### config.mk
export PLATFORM = sky130hd
export DESIGN_NAME = pktlog_ram
export DESIGN_NICKNAME = d
export VERILOG_FILES = /design/src/hw/rtl/pktlog_ram.sv
export SDC_FILE = /design/constraint.sdc
export NUM_CORES = 2
export LEC_CHECK = 0
export BUFFER_PORTS_ARGS = -buffer_cell sky130_fd_sc_hd__buf_2
export CAP_MARGIN = 40
export CORE_ASPECT_RATIO = 1.2
export CORE_MARGIN = 3
export CORE_UTILIZATION = 52
export DETAILED_ROUTE_END_ITERATION = 12
export GPL_TIMING_DRIVEN = 0
export HOLD_SLACK_MARGIN = 0.15
export MAX_ROUTING_LAYER = met4
export PLACE_DENSITY = 0.67
export RECOVER_POWER = 100
export SYNTH_ARGS = -nofsm -noshare
export SYNTH_HDL_FRONTEND = slang
export SYNTH_SLANG_ARGS = --single-unit
### constraint.sdc
create_clock -name clock -period 3.1 [get_ports clock]
set_input_delay 0 -clock clock [delete_from_list [all_inputs] [get_ports clock]]
set_output_delay 0 -clock clock [all_outputs]
set_load 0.005 [all_outputs]
### src/hw/rtl/pktlog_ram.sv
`default_nettype none

module pktlog_ram #(
   parameter int unsigned WIDTH = 8,
   parameter int unsigned DEPTH = 256
) (
   input  wire logic                     clock,
   input  wire logic                     we,
   input  wire logic [$clog2(DEPTH)-1:0] waddr,
   input  wire logic [WIDTH-1:0]         wdata,
   input  wire logic [$clog2(DEPTH)-1:0] raddr,
   output logic      [WIDTH-1:0]         rdata
);

   logic [WIDTH-1:0] mem_ff [DEPTH];

   // Single write port, single registered read port.
   always_ff @(posedge clock) begin
      if (we) begin
         mem_ff[waddr] <= wdata;
      end
      rdata <= mem_ff[raddr];
   end

endmodule

`default_nettype wire

==> results.yml <==
outcome:
  status: "finished with violations"
  violations: "max-capacitance violations, max-slew violations, negative setup slack"
synth:
  syn_nets: 3759
  yosys.area.top_type: "edfxtp_1"
  ys_async_sr_fraction: 0
  ys_ff_latch: 2056
  ys_top_cells_by_area: "edfxtp_1, mux4_2, mux2i_1"
  synth_top_flop_cell: "edfxtp_1"
  synthCells: 3733
  synth_common_cells: "edfxtp_1, mux4_2, nor2_1, mux2i_1, a22oi_1"
  synth_edf_count: 2048
  ys_warn_count: 0
  yosys.area.top_type_share: 0.773
  syn_avg_cell_area_um2: 21.3
  yosysUniqueCellTypes: 55
  ys_seq_area_frac: 0.775
  synth.most_common_cell: "edfxtp_1"
  netlist_area_um2: 79600
route:
  drc: 0
  wl_per_cell_um: 37.7
  drt_iter0_markers: 6685
  drt_first_pass_iters: 6
  vias: 42000
  wl_um: 236000
  avgViaCountPerCell: 6.69
  drtAntennaViolNets: 0
global_routing:
  antenna_found_initial: 15
  grt_pass1_wl_um: 327000
  grt_overflow_total: 0
  grtUsageTotal: 0.313
  grt_pass1_vias: 41400
  grt_max_degree: 163
clock_tree:
  cts_max_level: 4
  clockBufferDepth: 3
  clock_latency_ns: 0.85
  cts.sinks: 2056
  clk_pin_slew_ns: 0.06
  cts_root_buffer: "clkbuf_16"
  cts_setup_buffers: 0
  cts_tree: "built"
  cts_buffers: 192
die:
  fp.coreArea_um2: 151000
  die_area_um2: 158000
  initial_core_util: 0.526
  die_h_um: 434
  rows: 156
  die_w_um: 363
  io_pins: 34
sta:
  worst_pin_slew_ns: 3.04
  fin_setup_tns_ns: -19.32
  setup_viol: 283
  drv_slew: 937
  finalCriticalPeriod_ns: 3.27
  hold_ws_ns: 0.301
  rsz0062_at_grt: "yes"
  final_hold_viol_count: 0
  postLayoutSetupSlackWorst_ns: -0.173
  skew_ns: 0.0236
  relSlewSlack: -1.03
  fmax_mhz: 306
  finalCritPeriodShare: 1.06
placement:
  portBuffers: 26
  dp_hpwl_um: 160000
  gp_congestion: 0.988
power_and_ir_drop:
  ir_drop_mv: 0.672
  leakagePower_nw: 27.7
  p_per_area_nw_per_um2: 629
setup_path:
  path_max_fanout: 10
  crit_path_end_kind: "flip-flop"
  setup.worst_path.class: "in2reg"
  start_kind: "primary input"
  crit_arrival_ns: 3.73
  crit_required_ns: 3.56
worst_hold_path:
  min_path_type: "in2reg"
finish:
  areaGrowthSynthToFinish_pct: 12.8
  nets: 4153
  nFillCells: 10700
  final_layout_size_suffix_gt1_frac: 0.233
job:
  drv_cap: 8
area by class of cell:
class / instances / area, µm² / share of cell area
clock buffer: 247 / 5070 / 0.0565
sequential: 2056 / 61700 / 0.687
antenna: 21 / 52.6 / 0.000585
inverter: 2 / 7.51 / 0.0000836
tap: 1975 / 2470 / 0.0275
buffer: 233 / 1480 / 0.0164
clock inverter: 99 / 741 / 0.00825
multi-input combinational: 1442 / 16600 / 0.185
timing repair buffer: 200 / 1670 / 0.0186
stage by stage:
stage	cells	instance area [µm²]	total power, mW	setup WS [ns]	utilization
2_1_floorplan	3733	79600	32.7	1.16	-
3_3_place_gp	5734	82200	34.4	-1.97	0.543
3_5_place_dp	5881	83800	34.5	-1.16	0.554
4_1_cts	6249	89900	56.5	0.0118	0.594
5_1_grt	6268	89700	57.7	-0.0341	0.593
6_report	6275	89800	56.5	-0.173	0.593
report_power, final:
group / internal [mW] / switching [mW]
logic: 1.07 / 2.31
clock network: 12.2 / 10.2
registers: 30.7 / 0.0180
total: 44.0 / 12.5
cells by family after synthesis:
family          Yosys count  share of synthesized area
buf+inv                 235                     0.0183
mux                     591                      0.146
simple gates            466                     0.0263
compound gates          385                     0.0342
flops                  2056                      0.775
repair_timing:
item / in CTS / in global routing
setup endpoints to repair: 5 / 312
hold buffers: 22 / 0
resized for setup: 6 / 52
hold endpoints to repair: 1910 / 0
flip-flops by register name, indices dropped and copies added, names as in the netlist:
name	flops
mem_ff	2048
rdata	8
cell usage in the layout, fill, tap and decap left out, types with 57 or more instances in the layout:
master / instances
a21oi_1: 96
a22oi_1: 133
buf_2: 57
clkbuf_1: 211
clkbuf_16: 195
edfxtp_1: 2048
mux2i_1: 134
mux4_2: 454
nor2_1: 238
critical path: stages:
cell and delay (ns):
dlygate4sd3_1 0.61, clkbuf_1 0.30, nor2_1 0.82, nand3_1 0.51, clkbuf_2 0.66, nor2_1 0.82
routing by layer:
metal	share of wire	wire (µm)	vias to the layer above	track usage
li1	-	-	16500	-
met1	0.35	83000	21900	0.395
met2	0.47	110000	2891	0.466
met3	0.11	27100	667	0.0828
met4	0.068	16100	0	0.177
met5	0	0	-	-
final timing paths:
kind	slack, ns	endpoint	from	cells past startpoint
hold reg to reg	1.45	rdata[2]	mem_ff[105][2]	7
setup reg to reg	-0.05	rdata[3]	mem_ff[27][3]	7
setup / recovery	-0.17	mem_ff[40][2]	waddr[1]	6
hold / removal	0.30	mem_ff[151][4]	waddr[0]	3
Power figures use the tool's default switching activity.
